[config.mk]
export PLATFORM = sky130hd
export DESIGN_NAME = door_command_reconciler_flat
export DESIGN_NICKNAME = d
export VERILOG_FILES = /design/src/rtl/dcr_pkg.sv /design/src/rtl/dcr_ifs.sv /design/src/rtl/dcr_engine.sv /design/src/rtl/door_command_reconciler.sv /design/src/flat_wrapper.sv
export VERILOG_INCLUDE_DIRS = /design/src /design/src/rtl
export SDC_FILE = /design/constraint.sdc
export NUM_CORES = 1
export LEC_CHECK = 0
export ABC_CLOCK_PERIOD_IN_PS = 6200
export BUFFER_PORTS_ARGS = -buffer_cell sky130_fd_sc_hd__buf_2
export CORE_ASPECT_RATIO = 1.1
export CORE_MARGIN = 2
export CORE_UTILIZATION = 45
export DETAILED_ROUTE_END_ITERATION = 16
export PLACE_DENSITY = 0.72
export SYNTH_ARGS = -nofsm -noshare
export SYNTH_HDL_FRONTEND = slang
export SYNTH_SLANG_ARGS = --single-unit
[constraint.sdc]
create_clock -name clk -period 6.2 [get_ports clk]
set_input_delay 0.31 -clock clk [delete_from_list [all_inputs] [get_ports clk]]
set_output_delay 0.31 -clock clk [all_outputs]
set_load 0.01 [all_outputs]
[src/rtl/door_command_reconciler_defines.svh]
// Assertion macros shared by the door command reconciler RTL.
`ifndef DOOR_COMMAND_RECONCILER_DEFINES_SVH
`define DOOR_COMMAND_RECONCILER_DEFINES_SVH
`ifndef NO_ASSERTIONS
`define DCR_ASSERT_IMP(label, clk, rst_n, ante, cons) \
    label: assert property (@(posedge clk) disable iff (!rst_n) (ante) |-> (cons)) \
        else $error("same-cycle check failed");
`define DCR_ASSERT_NXT(label, clk, rst_n, ante, cons) \
    label: assert property (@(posedge clk) disable iff (!rst_n) (ante) |=> (cons)) \
        else $error("next-cycle check failed");
`else
`define DCR_ASSERT_IMP(label, clk, rst_n, ante, cons)
`define DCR_ASSERT_NXT(label, clk, rst_n, ante, cons)
`endif
`endif

[src/rtl/dcr_pkg.sv]
// Types, codes and constants of the door command reconciler.
package dcr_pkg;

    localparam int SLOTS_DEF = 16;
    localparam int DOORS_DEF = 8;

    localparam int MODE_W = 2;
    localparam int DOOR_W = 3;
    localparam int SLOT_W = 5;
    localparam int OBS_W = 3;
    localparam int OUT_SLOT_W = 4;
    localparam int TICK_W = 4;
    localparam int RETRY_W = 3;
    localparam int CFG_IDX_W = 2;
    localparam int CFG_DATA_W = 4;

    typedef enum logic [MODE_W-1:0] {
        MODE_SET_DOOR  = 2'd0,
        MODE_SET_SLOT  = 2'd1,
        MODE_RECONCILE = 2'd2,
        MODE_QUERY     = 2'd3
    } mode_t;

    localparam logic [CFG_IDX_W-1:0] CFG_RETRY_TICKS = 2'd0;
    localparam logic [CFG_IDX_W-1:0] CFG_MAX_ATTEMPTS = 2'd1;
    localparam logic [CFG_IDX_W-1:0] CFG_BASELINE_CLOSED = 2'd2;

    localparam logic [OBS_W-1:0] OBS_UNKNOWN = 3'd2;
    localparam logic [OBS_W-1:0] OBS_OPEN = 3'd3;
    localparam logic [OBS_W-1:0] OBS_CLOSED = 3'd4;

    localparam logic [1:0] D_UNSET = 2'd3;
    localparam logic [1:0] D_OPEN = 2'd1;
    localparam logic [1:0] C_OPEN = 2'd1;
    localparam logic [1:0] C_NEVER = 2'd2;

    localparam logic [TICK_W-1:0] TICK_MAX = 4'd15;

    localparam logic [TICK_W-1:0] RETRY_TICKS_RST = 4'd5;
    localparam logic [RETRY_W-1:0] MAX_ATTEMPTS_RST = 3'd2;

    typedef struct packed {
        logic [TICK_W-1:0]  retry_ticks;
        logic [RETRY_W-1:0] max_attempts;
        logic               baseline_closed;
    } cfg_t;

    typedef struct packed {
        logic [MODE_W-1:0]        mode;
        logic [DOOR_W-1:0]        door;
        logic signed [SLOT_W-1:0] slot;
        logic                     want_open;
        logic [OBS_W-1:0]         observation;
    } req_t;

    typedef struct packed {
        logic                  toggle;
        logic [OUT_SLOT_W-1:0] out_slot;
        logic                  stuck;
        logic                  ignored;
    } rsp_t;

    typedef struct packed {
        logic [1:0]         desired;
        logic [1:0]         commanded;
        logic [TICK_W-1:0]  ticks;
        logic [RETRY_W-1:0] retries;
    } slot_entry_t;

    typedef struct packed {
        logic                  valid;
        logic [OUT_SLOT_W-1:0] slot;
    } door_entry_t;

    localparam slot_entry_t SLOT_ENTRY_RST = '{
        desired: D_UNSET, commanded: C_NEVER, ticks: '0, retries: '0};
    localparam door_entry_t DOOR_ENTRY_RST = '{valid: 1'b0, slot: '0};

endpackage

[src/rtl/dcr_ifs.sv]
// Command and result channel interfaces of the door command reconciler.
interface dcr_cmd_if;
    logic                                valid;
    logic                                ready;
    logic [dcr_pkg::MODE_W-1:0]          mode;
    logic [dcr_pkg::DOOR_W-1:0]          door;
    logic signed [dcr_pkg::SLOT_W-1:0]   slot;
    logic                                want_open;
    logic [dcr_pkg::OBS_W-1:0]           observation;

    modport source (output valid, mode, door, slot, want_open, observation, input ready);
    modport sink (input valid, mode, door, slot, want_open, observation, output ready);
endinterface

interface dcr_res_if;
    logic                                valid;
    logic                                ready;
    logic                                toggle;
    logic [dcr_pkg::OUT_SLOT_W-1:0]      out_slot;
    logic                                stuck;
    logic                                ignored;

    modport source (output valid, toggle, out_slot, stuck, ignored, input ready);
    modport sink (input valid, toggle, out_slot, stuck, ignored, output ready);
endinterface

[src/rtl/dcr_engine.sv]
// Per-slot and per-door state store with the combinational command and reconcile logic.
`include "door_command_reconciler_defines.svh"

module dcr_engine #(
    parameter int SLOTS = dcr_pkg::SLOTS_DEF,
    parameter int DOORS = dcr_pkg::DOORS_DEF
) (
    input  logic           clk,
    input  logic           rst_n,
    input  dcr_pkg::cfg_t  cfg,
    input  logic           fire,
    input  dcr_pkg::req_t  req,
    output dcr_pkg::rsp_t  rsp
);

    // The slot field reaches 0 to 15 and the door field 0 to 7, so deeper stores are never used.
    localparam int SLOT_DEPTH = (SLOTS < 16) ? SLOTS : 16;
    localparam int DOOR_DEPTH = (DOORS < 8) ? DOORS : 8;
    localparam int SIDX_W = (SLOT_DEPTH > 1) ? $clog2(SLOT_DEPTH) : 1;
    localparam int DIDX_W = (DOOR_DEPTH > 1) ? $clog2(DOOR_DEPTH) : 1;

    dcr_pkg::slot_entry_t slot_reg [SLOT_DEPTH];
    dcr_pkg::door_entry_t door_reg [DOOR_DEPTH];

    dcr_pkg::mode_t                     mode;
    logic                               door_ok;
    logic [DIDX_W-1:0]                  didx;
    dcr_pkg::door_entry_t               rem;
    logic signed [dcr_pkg::SLOT_W-1:0]  used;
    logic                               used_ok;
    logic [SIDX_W-1:0]                  sidx;
    dcr_pkg::slot_entry_t               entry;
    logic                               c_known;
    logic                               c_open;
    logic                               d_set;
    logic                               want;
    logic                               obs_known;
    logic                               obs_act;
    logic                               is_open;
    logic [dcr_pkg::TICK_W-1:0]         tick_inc;
    logic                               slot_we;
    dcr_pkg::slot_entry_t               slot_next;
    logic                               door_we;
    dcr_pkg::door_entry_t               door_next;
    logic                               toggle;
    logic                               stuck;
    logic                               ignored;

    always_comb
    begin
        mode = dcr_pkg::mode_t'(req.mode);
        door_ok = 32'(req.door) < DOORS;
        didx = req.door[DIDX_W-1:0];
        rem = door_reg[didx];
        used = req.slot;
        if (mode == dcr_pkg::MODE_SET_DOOR && door_ok && !req.want_open && rem.valid)
        begin
            used = {1'b0, rem.slot};
        end
        used_ok = !used[dcr_pkg::SLOT_W-1] && (32'(used[dcr_pkg::OUT_SLOT_W-1:0]) < SLOTS);
        sidx = used[SIDX_W-1:0];
        entry = slot_reg[sidx];

        c_known = (entry.commanded != dcr_pkg::C_NEVER) || cfg.baseline_closed;
        c_open = entry.commanded == dcr_pkg::C_OPEN;
        d_set = entry.desired != dcr_pkg::D_UNSET;
        want = entry.desired[0];
        obs_known = req.observation != dcr_pkg::OBS_UNKNOWN;
        obs_act = (req.observation == dcr_pkg::OBS_UNKNOWN)
            || (req.observation == dcr_pkg::OBS_OPEN)
            || (req.observation == dcr_pkg::OBS_CLOSED);
        is_open = obs_known ? (req.observation == dcr_pkg::OBS_OPEN) : (c_known && c_open);
        tick_inc = (entry.ticks != dcr_pkg::TICK_MAX) ? entry.ticks + 4'd1 : entry.ticks;

        slot_we = 1'b0;
        slot_next = entry;
        door_we = 1'b0;
        door_next = rem;
        toggle = 1'b0;
        stuck = 1'b0;
        ignored = 1'b0;

        unique case (mode)
            dcr_pkg::MODE_SET_DOOR:
            begin
                if (!door_ok || !used_ok)
                begin
                    ignored = 1'b1;
                end
                else
                begin
                    slot_we = 1'b1;
                    slot_next.desired = {1'b0, req.want_open};
                    door_we = 1'b1;
                    door_next.valid = req.want_open;
                    door_next.slot = used[dcr_pkg::OUT_SLOT_W-1:0];
                end
            end
            dcr_pkg::MODE_SET_SLOT:
            begin
                if (!used_ok)
                begin
                    ignored = 1'b1;
                end
                else
                begin
                    slot_we = 1'b1;
                    slot_next.desired = {1'b0, req.want_open};
                end
            end
            dcr_pkg::MODE_QUERY:
            begin
                if (!used_ok)
                begin
                    ignored = 1'b1;
                end
                else
                begin
                    stuck = (entry.desired == dcr_pkg::D_OPEN)
                        && (entry.retries >= cfg.max_attempts);
                end
            end
            dcr_pkg::MODE_RECONCILE:
            begin
                if (!used_ok)
                begin
                    ignored = 1'b1;
                end
                else if (d_set && obs_act)
                begin
                    slot_we = 1'b1;
                    if (!(c_known && (c_open == want)))
                    begin
                        slot_next.commanded = {1'b0, want};
                        slot_next.ticks = '0;
                        slot_next.retries = '0;
                        toggle = is_open != want;
                    end
                    else if (!obs_known || (is_open == want))
                    begin
                        slot_next.retries = '0;
                    end
                    else if ((tick_inc >= cfg.retry_ticks)
                        && (entry.retries < cfg.max_attempts))
                    begin
                        slot_next.ticks = '0;
                        slot_next.retries = entry.retries + 3'd1;
                        toggle = 1'b1;
                    end
                    else
                    begin
                        slot_next.ticks = tick_inc;
                    end
                end
            end
            default:
            begin
                ignored = 1'b1;
            end
        endcase

        rsp.toggle = toggle;
        rsp.out_slot = ignored ? '0 : used[dcr_pkg::OUT_SLOT_W-1:0];
        rsp.stuck = stuck;
        rsp.ignored = ignored;
    end

    always_ff @(posedge clk or negedge rst_n)
    begin
        if (!rst_n)
        begin
            for (int i = 0; i < SLOT_DEPTH; i++)
            begin
                slot_reg[i] <= dcr_pkg::SLOT_ENTRY_RST;
            end
        end
        else if (fire && slot_we)
        begin
            slot_reg[sidx] <= slot_next;
        end
    end

    always_ff @(posedge clk or negedge rst_n)
    begin
        if (!rst_n)
        begin
            for (int i = 0; i < DOOR_DEPTH; i++)
            begin
                door_reg[i] <= dcr_pkg::DOOR_ENTRY_RST;
            end
        end
        else if (fire && door_we)
        begin
            door_reg[didx] <= door_next;
        end
    end

    `DCR_ASSERT_IMP(a_ignored_clean, clk, rst_n, fire && rsp.ignored, !rsp.toggle && !rsp.stuck && (rsp.out_slot == '0) && !slot_we && !door_we)
    `DCR_ASSERT_NXT(a_toggle_clears_ticks, clk, rst_n, fire && rsp.toggle, slot_reg[$past(sidx)].ticks == '0)
    `DCR_ASSERT_IMP(a_stuck_only_query, clk, rst_n, rsp.stuck, mode == dcr_pkg::MODE_QUERY)

endmodule

[src/rtl/door_command_reconciler.sv]
// Door command reconciler: one command beat in, one result beat out, one beat per clock unless
// the result side stalls. Every accepted command beat gives exactly one result beat when the
// result side is ready: the beat is held in an input register, the slot and door state is read,
// decided and written back while the result is captured in the output register. A new command
// beat can be taken every cycle unless the result side stalls, and a command on the same slot
// as the one just before it sees the updated state, because the state store is written in the
// same cycle that the result register is loaded. The result register is the only stall point.
// The state comes out of reset already in its initial form; there is no clearing pass.
module door_command_reconciler #(
    parameter int SLOTS = dcr_pkg::SLOTS_DEF,
    parameter int DOORS = dcr_pkg::DOORS_DEF
) (
    input  logic                              clk,
    input  logic                              rst_n,
    dcr_cmd_if.sink                           cmd,
    dcr_res_if.source                         res,
    input  logic                              cfg_we,
    input  logic [dcr_pkg::CFG_IDX_W-1:0]     cfg_index,
    input  logic [dcr_pkg::CFG_DATA_W-1:0]    cfg_wdata
);

    dcr_pkg::cfg_t  cfg_reg;
    logic           cmd_valid_reg;
    dcr_pkg::req_t  cmd_reg;
    logic           res_valid_reg;
    dcr_pkg::rsp_t  res_reg;
    dcr_pkg::rsp_t  rsp;
    logic           fire;

    assign fire = cmd_valid_reg && (!res_valid_reg || res.ready);
    assign cmd.ready = !cmd_valid_reg || fire;

    always_ff @(posedge clk or negedge rst_n)
    begin
        if (!rst_n)
        begin
            cfg_reg.retry_ticks <= dcr_pkg::RETRY_TICKS_RST;
            cfg_reg.max_attempts <= dcr_pkg::MAX_ATTEMPTS_RST;
            cfg_reg.baseline_closed <= 1'b1;
        end
        else if (cfg_we)
        begin
            unique case (cfg_index)
                dcr_pkg::CFG_RETRY_TICKS:
                begin
                    cfg_reg.retry_ticks <= cfg_wdata[dcr_pkg::TICK_W-1:0];
                end
                dcr_pkg::CFG_MAX_ATTEMPTS:
                begin
                    cfg_reg.max_attempts <= cfg_wdata[dcr_pkg::RETRY_W-1:0];
                end
                dcr_pkg::CFG_BASELINE_CLOSED:
                begin
                    cfg_reg.baseline_closed <= cfg_wdata[0];
                end
                default:
                begin
                    cfg_reg <= cfg_reg;
                end
            endcase
        end
    end

    always_ff @(posedge clk or negedge rst_n)
    begin
        if (!rst_n)
        begin
            cmd_valid_reg <= 1'b0;
        end
        else if (cmd.ready)
        begin
            cmd_valid_reg <= cmd.valid;
        end
    end

    always_ff @(posedge clk)
    begin
        if (cmd.valid && cmd.ready)
        begin
            cmd_reg.mode <= cmd.mode;
            cmd_reg.door <= cmd.door;
            cmd_reg.slot <= cmd.slot;
            cmd_reg.want_open <= cmd.want_open;
            cmd_reg.observation <= cmd.observation;
        end
    end

    dcr_engine #(
        .SLOTS (SLOTS),
        .DOORS (DOORS)
    ) u_engine (
        .clk   (clk),
        .rst_n (rst_n),
        .cfg   (cfg_reg),
        .fire  (fire),
        .req   (cmd_reg),
        .rsp   (rsp)
    );

    always_ff @(posedge clk or negedge rst_n)
    begin
        if (!rst_n)
        begin
            res_valid_reg <= 1'b0;
        end
        else if (fire)
        begin
            res_valid_reg <= 1'b1;
        end
        else if (res.ready)
        begin
            res_valid_reg <= 1'b0;
        end
    end

    always_ff @(posedge clk)
    begin
        if (fire)
        begin
            res_reg <= rsp;
        end
    end

    assign res.valid = res_valid_reg;
    assign res.toggle = res_reg.toggle;
    assign res.out_slot = res_reg.out_slot;
    assign res.stuck = res_reg.stuck;
    assign res.ignored = res_reg.ignored;

endmodule
[src/flat_wrapper.sv]
// flat-port wrapper written by rule: the top's interface ports become plain ports
module door_command_reconciler_flat 
#(
    parameter int SLOTS = dcr_pkg::SLOTS_DEF,
    parameter int DOORS = dcr_pkg::DOORS_DEF
)
  (clk, rst_n, cfg_we, cfg_index, cfg_wdata, cmd_valid, cmd_mode, cmd_door, cmd_slot, cmd_want_open, cmd_observation, cmd_ready, res_valid, res_toggle, res_out_slot, res_stuck, res_ignored, res_ready);
  dcr_cmd_if cmd_i ();
  dcr_res_if res_i ();
  input  logic clk;
  input  logic rst_n;
  input  logic cfg_we;
  input  logic [dcr_pkg::CFG_IDX_W-1:0] cfg_index;
  input  logic [dcr_pkg::CFG_DATA_W-1:0] cfg_wdata;
  input wire logic [$bits(cmd_i.valid)-1:0] cmd_valid;
  input wire logic [$bits(cmd_i.mode)-1:0] cmd_mode;
  input wire logic [$bits(cmd_i.door)-1:0] cmd_door;
  input wire logic [$bits(cmd_i.slot)-1:0] cmd_slot;
  input wire logic [$bits(cmd_i.want_open)-1:0] cmd_want_open;
  input wire logic [$bits(cmd_i.observation)-1:0] cmd_observation;
  output wire logic [$bits(cmd_i.ready)-1:0] cmd_ready;
  output wire logic [$bits(res_i.valid)-1:0] res_valid;
  output wire logic [$bits(res_i.toggle)-1:0] res_toggle;
  output wire logic [$bits(res_i.out_slot)-1:0] res_out_slot;
  output wire logic [$bits(res_i.stuck)-1:0] res_stuck;
  output wire logic [$bits(res_i.ignored)-1:0] res_ignored;
  input wire logic [$bits(res_i.ready)-1:0] res_ready;
  assign cmd_i.valid = cmd_valid;
  assign cmd_i.mode = cmd_mode;
  assign cmd_i.door = cmd_door;
  assign cmd_i.slot = cmd_slot;
  assign cmd_i.want_open = cmd_want_open;
  assign cmd_i.observation = cmd_observation;
  assign cmd_ready = cmd_i.ready;
  assign res_valid = res_i.valid;
  assign res_toggle = res_i.toggle;
  assign res_out_slot = res_i.out_slot;
  assign res_stuck = res_i.stuck;
  assign res_ignored = res_i.ignored;
  assign res_i.ready = res_ready;
  door_command_reconciler #(.SLOTS(SLOTS), .DOORS(DOORS)) u_core (.clk(clk), .rst_n(rst_n), .cmd(cmd_i), .res(res_i), .cfg_we(cfg_we), .cfg_index(cfg_index), .cfg_wdata(cfg_wdata));
endmodule
# Word level (Yosys, flattened, before mapping)
# Cells that the tools add are included.
[op_classes] n_bitwise=5 mux=40 n_reduce_logical=33 eq_ne=17 add_sub_neg=2 n_lt_le_gt_ge=7
[op_table] cell="176-bit bitwise mux" n=1
[op_table] cell="11-bit binary-select mux with 4-bit select" n=1
[op_table] cell="11-bit demux with 4-bit select" n=1
[op_table] cell="40-bit bitwise mux" n=1
[op_table] cell="11-bit 2-to-1 mux" n=3
[op_table] cell="5-bit 2-to-1 mux" n=6
[op_table] cell="9-bit 2-to-1 mux" n=3
[op_table] cell="5-bit binary-select mux with 3-bit select" n=1
[op_table] cell="5-bit demux with 3-bit select" n=1
[op_table] cell="1-bit logical AND" n=13
[op_table] cell="1-bit 2-to-1 mux" n=12
[op_table] cell="4-bit 2-to-1 mux" n=3
[op_table] cell="2-bit by 1-bit == test with 1-bit output (second input constant)" n=4
[op_table] cell="7-bit 2-to-1 mux" n=1
[op_table] cell="2-bit == test (second input constant)" n=3
[op_table] cell="3-bit by 2-bit == test with 1-bit output (second input constant)" n=2
[op_table] cell="1-bit logical OR" n=6
[op_table] cell="2-bit 2-to-1 mux" n=3
[op_table] cell="3-bit 2-to-1 mux" n=2
[op_table] cell="2-bit AND reduction" n=3
[op_table] cell="5-bit greater-or-equal comparator (second input constant)" n=1
[op_table] cell="5-bit by 1-bit less-than comparator with 1-bit output (second input constant)" n=1
[op_table] cell="4-bit inverter with 5-bit output" n=1
[op_table] cell="4-bit by 1-bit adder with 4-bit output (second input constant)" n=1
[op_table] cell="other kinds (21)" n=30
[word_totals] out_inout_bits=9 ff_bits=247 elab_cells=198 in_bits=25

# Depth between registers and ports, before layout
# Gate-level depths: netlist (run 1).
[logic_depth] depth_word=22 mapped_depth=29 ltp_nobuf=22

# Modules after synthesis
# Synthesis (run 1) repeated with hierarchy kept, for this count alone.
[hier_totals] hier_cells=1077 hier_area_um2=12050.3
[modules_own_cells] module="dcr_engine" area_per_inst_um2=11001.8 n_inst=1 seq_area_each_um2=5465.2 cells_per_inst=1029
[modules_own_cells] module="door_command_reconciler" area_per_inst_um2=1048.5 n_inst=1 seq_area_each_um2=885.8 cells_per_inst=48

# Worst setup path before layout (run 1)
# OpenSTA, ideal clock, no wires.
[synth_path] path_kind="register to register" start="reg u_core.cmd_reg[9] in the netlist's numbering" end="reg u_core.u_engine.slot_reg[133] in the netlist's numbering" path_slack_ns=0.477 required_ns=6.067 path_stages_with_launch=29 n_path_buf=6 period_less_slack_ns=5.723 setup_ns=0.133 arrival_time_ns=5.590 path_cell_list="edfxtp_1 > buf_4 > buf_6 > mux2i_1 > mux4_2 > o21ai_2 > a21boi_1 > buf_4 > buf_4 > buf_4 > o211a_1 > a311oi_1 > or4_1 > ha_1 > inv_1 > or3_1 > xnor2_1 > ha_1 > nand2b_1 > a21o_1 > a21o_1 > a21oi_1 > or2_2 > nor2_1 > o21ai_0 > mux2_2 > nand2_2 > buf_2 > o21ai_0"
[synth_via] elab_chain_cells=22 word_cells_on_any_way=45 classes_between="2 x add/sub; 4 x order compare; 6 x eq/ne; 22 x mux; 2 x bitwise; 9 x reduce/logical"
[synth_lines] element="start, declared" line="door_command_reconciler.sv:24" rtl="dcr_pkg::req_t cmd_reg;"
[synth_lines] element="3-bit inverter with 4-bit output (implied by the code) (*)" line="dcr_engine.sv:54" rtl="rem = door_reg[didx];"
[synth_lines] element="5-bit binary-select mux with 3-bit select (*)" line="dcr_engine.sv:54"
[synth_lines] element="5-bit 2-to-1 mux (implied by the code) (*) (2 in a row)" line="dcr_engine.sv:54"
[synth_lines] element="1-bit logical AND" line="dcr_engine.sv:56" rtl="if (mode == dcr_pkg::MODE_SET_DOOR && door_ok && !req.want_open && rem.valid)"
[synth_lines] element="5-bit 2-to-1 mux (*)" line="dcr_engine.sv:56"
[synth_lines] element="parallel branches: the longest is 16 deep, another holds 4-bit by 1-bit adder with 4-bit output"
[synth_lines] element="end signal, assigned by index" line="dcr_engine.sv:174" rtl="slot_reg[i] <= dcr_pkg::SLOT_ENTRY_RST;"
[synth_lines] element="end signal, assigned by index" line="dcr_engine.sv:179" rtl="slot_reg[sidx] <= slot_next;"
[synth_lines] element="end, declared" line="dcr_engine.sv:22" rtl="dcr_pkg::slot_entry_t slot_reg [SLOT_DEPTH];"
# Mark *: on every way between the ends. The select of a mux whose other input is x is not followed.
# A chain may end at the register's enable or synchronous reset.

# Worst setup path in the final report (run 1)
[layout_path] start="reg u_core.cmd_reg[10] in the netlist's numbering" end="reg u_core.u_engine.slot_reg[155] in the netlist's numbering"
# The elaborated chain is that of the path after synthesis.

==> qor.yml, run 1 <==
worstPathRequired_ns: 6.58
synth_flop_cell: "dfrtp_1"
grt.met3_usage: 0.03272
ys_warn_count: 0
syn_area_um2: 12380
clock-root-buffer: "clkbuf_16"
die_w_um: 162.1
routabilityCongestion: 0.8933
cts_tree: "done"
critPathKind: "flip-flop to flip-flop"
synth_cell_types: 78
antenna_found_initial: 0
synth_top_area_share: 0.3517
cts_num_sinks: 247
synth-edff-count: 21
rsz0062_at_grt: "no"
hp-class: "input pin to flip-flop"
peakVddDrop_mv: 0.2008
fin_ws_ns: 0.3983
synth_area_leaders: "dfrtp_1 (35%), dfstp_2 (11%), nand2_1 (8.1%)"
tightestPinTransition_ns: 1.102
grt_max_degree: 105
start_util: 0.4579
preCtsSetupSlack_ns: 0.2529
routed-via-count: 9982
final_cell_mix: "nand2_1 (267), dfrtp_1 (174), o21ai_0 (158)"
nets: 1362
outcome: "finished clean"
synth.yosys.seq_area_share: 0.5130
syn_inst: 1273
synth_fp_nets: 1307
power_density_nw_per_um2: 276.3
core_area_um2: 27040
drc_errors: 0
dp_hpwl_mm: 22.63
n_antenna_cell: 0
use_met2: 0.4025
cts.reportedPaths.clkPinSlew_ns: 0.06
setup-tns-final_ns: 0
dr.pass1.iters: 5
clk_latency_ns: 0.55
rr_startpoint: "u_core.cmd_reg[10]"
cp_max_fo: 16
rows: 63
nFillCells: 2403
fin_util: 0.5243
yosys_register_bits: 247
viasPerCell: 5.851
critPathCaptureType: "flip-flop"
instances_no_fill: 1706
skew_ns: 0.01248
wire_per_inst_um: 19.62
period_minus_slack_ns: 5.802
track_usage: 0.2352
grt_pass1_wl_mm: 53.51
setup_viol: 0
regArea_um2: 6351
avgSynthCellArea_um2: 9.725
holdCritStartpoint: "cfg_wdata[0]"
finalMaxSlewViolations: 0
power_mw: 3.917
final_common_cell: "nand2_1"
grt_pass1_vias: 9880
period_share: 0.9358
clock_path_buffers: 3
io_pins: 34
drive_above_1_share: 0.1838
multiInputGateArea_um2: 5469
totalWireLength_mm: 33.47
hold_viol_final: 0
relSlewSlack: 0.2623
place_inst: 1630
synth_area_leader_cell: "dfrtp_1"
cap_violations: 0
dieArea_um2: 28850
gr-usage-met1: 0.2965
busiest_layer: "met2"
p_leak_nw: 5.881
area_growth_syn_to_layout_pct: 14.50
largest_reg_flops: 176
async_reset_ff_frac: 0.9150
drtIter0Drc: 992
cp.arrival_ns: 6.18
critPathLaunch: "u_core.cmd_reg[10]"
fp.dieH_um: 178.0
ant_nets: 0
io_buffers: 33
cts_inserted_buffers: 27
grt_overflow: 0
max_freq_mhz: 172.4
cp-start-kind: "flip-flop"
cts_max_level: 1
-- worst max-delay path, stage by stage, from the launching register on --
cell	delay (ns)
edfxtp_1	0.40
buf_4	0.17
buf_4	0.17
nor2b_1	0.16
a22o_1	0.28
a211oi_2	0.71
a21boi_4	0.15
buf_12	0.18
a311oi_1	0.24
or4_1	0.23
ha_1	0.23
inv_1	0.10
or3_1	0.45
xnor2_1	0.16
ha_1	0.28
nand2b_1	0.14
a21o_1	0.17
a21o_1	0.16
a21oi_1	0.16
or2_2	0.19
nor2_1	0.07
o21ai_0	0.16
mux2_2	0.40
nand2_4	0.15
o21ai_0	0.12
-- cell families after synthesis --
group,count (synthesis),synth area share
mux,91,0.08318
simple gates,397,0.1413
flops,247,0.5130
fa+ha+maj,9,0.009097
xor+xnor,3,0.002123
buf+inv,132,0.04973
compound gates,394,0.2015
-- cells in the mapped netlist (15+ instances only) --
| master | instances |
|---|---|
| dfstp_2 | 52 |
| nor2_1 | 36 |
| mux2i_1 | 61 |
| buf_2 | 24 |
| edfxtp_1 | 21 |
| dfrtp_1 | 174 |
| mux2_2 | 19 |
| o21ai_1 | 64 |
| clkbuf_1 | 56 |
| nor3_1 | 15 |
| nand2_1 | 267 |
| a21oi_1 | 20 |
| inv_1 | 35 |
| o21ai_0 | 168 |
| o211ai_1 | 29 |
-- through the flow --
stage / area [um^2] / hold WS [ns]
after floorplan: 12380 / 0.01441
after global placement: 13050 / 0.4013
after detailed placement: 13050 / 0.4130
after CTS: 14090 / 0.03157
after global routing: 14170 / 0.03709
final: 14170 / 0.04687
-- layout make-up --
| cell class | count | share of cell area |
|---|---|---|
| sequential | 247 | 0.4481 |
| multi-input combinational | 894 | 0.3858 |
| timing repair buffer | 122 | 0.06550 |
| clock buffer | 45 | 0.05526 |
| tap | 357 | 0.03151 |
| inverter | 36 | 0.009533 |
| clock inverter | 5 | 0.004325 |
-- where the power goes --
part | switching (mW) | internal [mW]
Combinational | 0.327 | 0.202
Clock | 0.647 | 0.901
Sequential | 0.0768 | 1.76
Total | 1.05 | 2.87
-- final timing paths --
kind                       slack, ns  cells after the start                             to
setup / recovery                0.40                     24  u_core.u_engine.slot_reg[155]
max in group asynchronous       4.49                      3              u_core.cfg_reg[3]
hold / removal                  0.05                      2              u_core.cfg_reg[0]
setup reg to reg                0.40                     24  u_core.u_engine.slot_reg[155]
hold reg to reg                 0.47                      2  u_core.u_engine.slot_reg[173]
min in group asynchronous       0.39                      2   u_core.u_engine.slot_reg[50]
-- routing by layer --
layer | vias to the layer above | share of wire
li1 | 4668 | -
met1 | 4856 | 0.40
met2 | 360 | 0.49
met3 | 98 | 0.063
met4 | 0 | 0.044
met5 | - | 0
-- timing repair --
action,CTS,global route
resized for setup,0,4
hold buffers,19,0
setup endpoints to repair,0,58
endpoints found under the hold margin,109,0
buffers inserted,0,7
Note: power is estimated with default switching activity, not from simulation.
==> inputs of run 2 (changes only) <==
--- a/config.mk
+++ b/config.mk
@@ -10,9 +10,10 @@
 export BUFFER_PORTS_ARGS = -buffer_cell sky130_fd_sc_hd__buf_2
 export CORE_ASPECT_RATIO = 1.1
 export CORE_MARGIN = 2
-export CORE_UTILIZATION = 45
+export CORE_UTILIZATION = 50
 export DETAILED_ROUTE_END_ITERATION = 16
-export PLACE_DENSITY = 0.72
+export PLACE_DENSITY = 0.78
 export SYNTH_ARGS = -nofsm -noshare
 export SYNTH_HDL_FRONTEND = slang
+export SYNTH_HIERARCHICAL = 1
 export SYNTH_SLANG_ARGS = --single-unit
==> run 2 against run 1 <==
Setup slack lost 0.057 ns. Critical path type unchanged. Synthesized cell count down 15%. Sequential power barely moved. Total power rose by 4.5%. Clock-buffer cell count shrank 11. Wire length is 4.1% lower. Critical endpoint is now u_core/u_engine/slot_reg[78]. Critical path depth is 4 lower. Clock power grew 12%. Sequential cell count is the same. Via count decreased by 9.3%. Clock skew is 0.0020 ns lower. Cell area shrank 2.0%.
==> qor.yml, run 2 <==
outcome: "finished clean"
hp-class: "input pin to flip-flop"
syn_area_um2: 12050  # -2.7%
period_minus_slack_ns: 5.858  # +0.05669 ns
routed-via-count: 9055  # -9.3%
nFillCells: 1855  # -23%
tightestPinTransition_ns: 1.167  # +0.06467 ns
grt_pass1_wl_mm: 51.03  # -4.6%
power.share.clock: 0.424  # +0.029
routabilityCongestion: 0.9387  # +5.1%
grt_pass1_vias: 9284  # -6.0%
synth_area_leaders: "dfrtp_1 (36%), dfstp_2 (11%), mux2_2 (10%)"
cts_max_level: 1  # unchanged
start_util: 0.5085  # +0.05066
drive_above_1_share: 0.2886  # +0.1048
synth_top_area_share: 0.3613  # +0.009605
totalWireLength_mm: 32.09  # -4.1%
final_common_cell: "dfrtp_1"
grt_max_degree: 84  # -20%
clock_path_buffers: 3  # unchanged
final_cell_mix: "dfrtp_1 (174), nand2_1 (162), mux2_2 (109)"
worstPathRequired_ns: 6.58  # about the same
crit_end: "u_core/u_engine/slot_reg[78]"
critPathKind: "flip-flop to flip-flop"
die_w_um: 152.0  # -6.2%
rows: 59  # -6.3%
async_reset_ff_frac: 0.9150  # unchanged
drc_errors: 0  # unchanged
fp.dieH_um: 166.8  # -6.3%
synth_common_cells: "dfrtp_1 (174), nand2_1 (162), mux2_2 (110)"
synth-edff-count: 21  # unchanged
synth_cell_types: 68  # -13%
ys_warn_count: 6  # +6
core_area_um2: 23700  # -12%
reg2reg_depth: 20  # -17%
cts_tree: "done"
antenna_found_initial: 0  # unchanged
track_usage: 0.2515  # +0.01633
placed_area_um2: 12630  # -3.2%
reg2reg_to: "u_core/u_engine/slot_reg[78]"
cts_num_sinks: 247  # unchanged
clock-root-buffer: "clkbuf_16"
syn_inst: 1077  # -15%
place_inst: 1400  # -14%
instances_no_fill: 1476  # -13%
cts.reportedPaths.clkPinSlew_ns: 0.06  # about the same
wire_per_inst_um: 21.74  # +11%
power_switching_mw: 1.032  # -1.9%
cts_inserted_buffers: 27  # unchanged
setup-tns-final_ns: 0  # unchanged
dr.pass1.iters: 6  # +1
grt_overflow: 0  # unchanged
cp-start-kind: "flip-flop"
synth_fp_nets: 1111  # -15%
p_comb_frac: 0.123  # -0.012
rsz0062_at_grt: "no"
power_density_nw_per_um2: 294.4  # +6.6%
skew_ns: 0.01049  # -0.001994 ns
fin_area_um2: 13900  # -2.0%
power.internal_mw: 3.060  # +6.8%
r2r_setup_slack_ns: 0.34  # -0.06 ns
holdCritStartpoint: "cfg_wdata[2]"
peakVddDrop_mv: 0.2664  # +33%
sw_frac_of_total: 0.2521  # -0.01630
synth_area_leader_cell: "dfrtp_1"
largest_reg_flops: 176  # unchanged
setup_viol: 0  # unchanged
critPathLaunch: "u_core/cmd_reg[10]"
io_buffers: 33  # unchanged
area_growth_syn_to_layout_pct: 15.33
avgSynthCellArea_um2: 11.19  # +15%
hold_viol_final: 0  # unchanged
p_leak_nw: 6.003  # +2.1%
relSlewSlack: 0.2196  # -0.04269
viasPerCell: 6.135  # +4.8%
io_pins: 34  # unchanged
n_antenna_cell: 0  # unchanged
cp.arrival_ns: 6.24  # +0.06 ns
nets: 1184  # -13%
cp_max_fo: 16  # unchanged
finalMaxSlewViolations: 0  # unchanged
fin_util: 0.5865  # +0.06219
period_share: 0.9449  # +0.009144
rr_startpoint: "u_core/cmd_reg[10]"
ant_nets: 0  # unchanged
dieArea_um2: 25360  # -12%
sequentialPowerShare: 0.453  # -0.016
synth_flop_cell: "dfrtp_1"
synth.yosys.seq_area_share: 0.5270  # +0.01401
yosys_register_bits: 247  # unchanged
drtIter0Drc: 766  # -23%
yosysMostFrequentCell: "dfrtp_1"
clk_latency_ns: 0.54  # about the same
max_freq_mhz: 170.7  # -0.97%
cap_violations: 0  # unchanged
dp_hpwl_mm: 21.23  # -6.2%
power_mw: 4.092  # +4.5%
critPathCaptureType: "flip-flop"
[run 2: final cells by class]
type | count | area (um^2) | area share
well taps | 305 | 381.6 | 0.02746
repair buffers | 104 | 763.2 | 0.05492
inverters | 13 | 48.80 | 0.003511
clock inverters | 16 | 239.0 | 0.01720
flip-flops and latches | 247 | 6351 | 0.4570
multi-input cells | 757 | 5381 | 0.3872
clock buffers | 34 | 732.0 | 0.05267
[run 2: worst max-delay path: stages (launching register included)]
cell and delay [ns]:
edfxtp_1 0.44, buf_4 0.26, mux4_2 0.56, mux2i_1 0.35, nand2_1 0.18, mux2i_4 0.35, nand2_1 0.19, o22a_1 0.28
and4_1 0.30, ha_1 0.26, nand4_1 0.21, mux2_2 0.38, ha_1 0.27, a21o_1 0.15, a21o_1 0.18, a21oi_1 0.18
nor3_1 0.08, o21ai_0 0.21, mux2_2 0.40, nand3b_2 0.32, o21ai_1 0.13
[run 2: logic make-up (layout without fill, tap and decap cells)]
kind of cell / Yosys count / count (layout) / synth area share
AOI/OAI and AO/OA: 261 / 261 / 0.1357
xor gates and xnor gates: 4 / 4 / 0.002907
adders and majority gates: 9 / 9 / 0.009345
buffers and inverters: 74 / 167 / 0.03073
DFF: 247 / 247 / 0.5270
muxes: 164 / 164 / 0.1691
and+or+nand+nor: 318 / 319 / 0.1251
[run 2: repair_timing]
action                                 CTS  global route
hold buffers                            17             0
resized for setup                        0             6
buffers inserted                         0             8
endpoints found under the hold margin   81             0
setup endpoints to repair                0           112
[run 2: power groups by stage]
stage / combinational (mW) / clock [mW] / sequential [mW]
CTS: 0.483 / 1.75 / 1.85
floorplan: 0.323 / 0 / 1.85
detailed placement: 0.472 / 0 / 1.88
global placement: 0.456 / 0 / 1.87
finish: 0.502 / 1.74 / 1.85
global route: 0.549 / 1.83 / 1.87
[run 2: layer usage]
metal	share of wire	track usage
met1	0.39	0.3244
met2	0.49	0.4189
met4	0.050	0.1215
met5	0	0
met3	0.073	0.03825
[run 2: worst min path at each step]
stage	end	slack, ns	depth (start not counted)
floorplan	u_core/cfg_reg[1]	0.01	0
global placement	u_core/u_engine/slot_reg[165]	0.33	1
detailed placement	u_core/u_engine/slot_reg[165]	0.33	1
CTS	u_core/cfg_reg[3]	0.009	2
global route	u_core/cfg_reg[6]	0.02	2
finish	u_core/cfg_reg[3]	0.02	2
[run 2: stage by stage]
stage	hold WS, ns	setup WS [ns]
2_1_floorplan	0.01441	0.7802
3_3_place_gp	0.3320	0.2225
3_5_place_dp	0.3261	0.09642
4_1_cts	0.008791	0.02741
5_1_grt	0.02426	0.006158
6_report	0.02387	0.3416
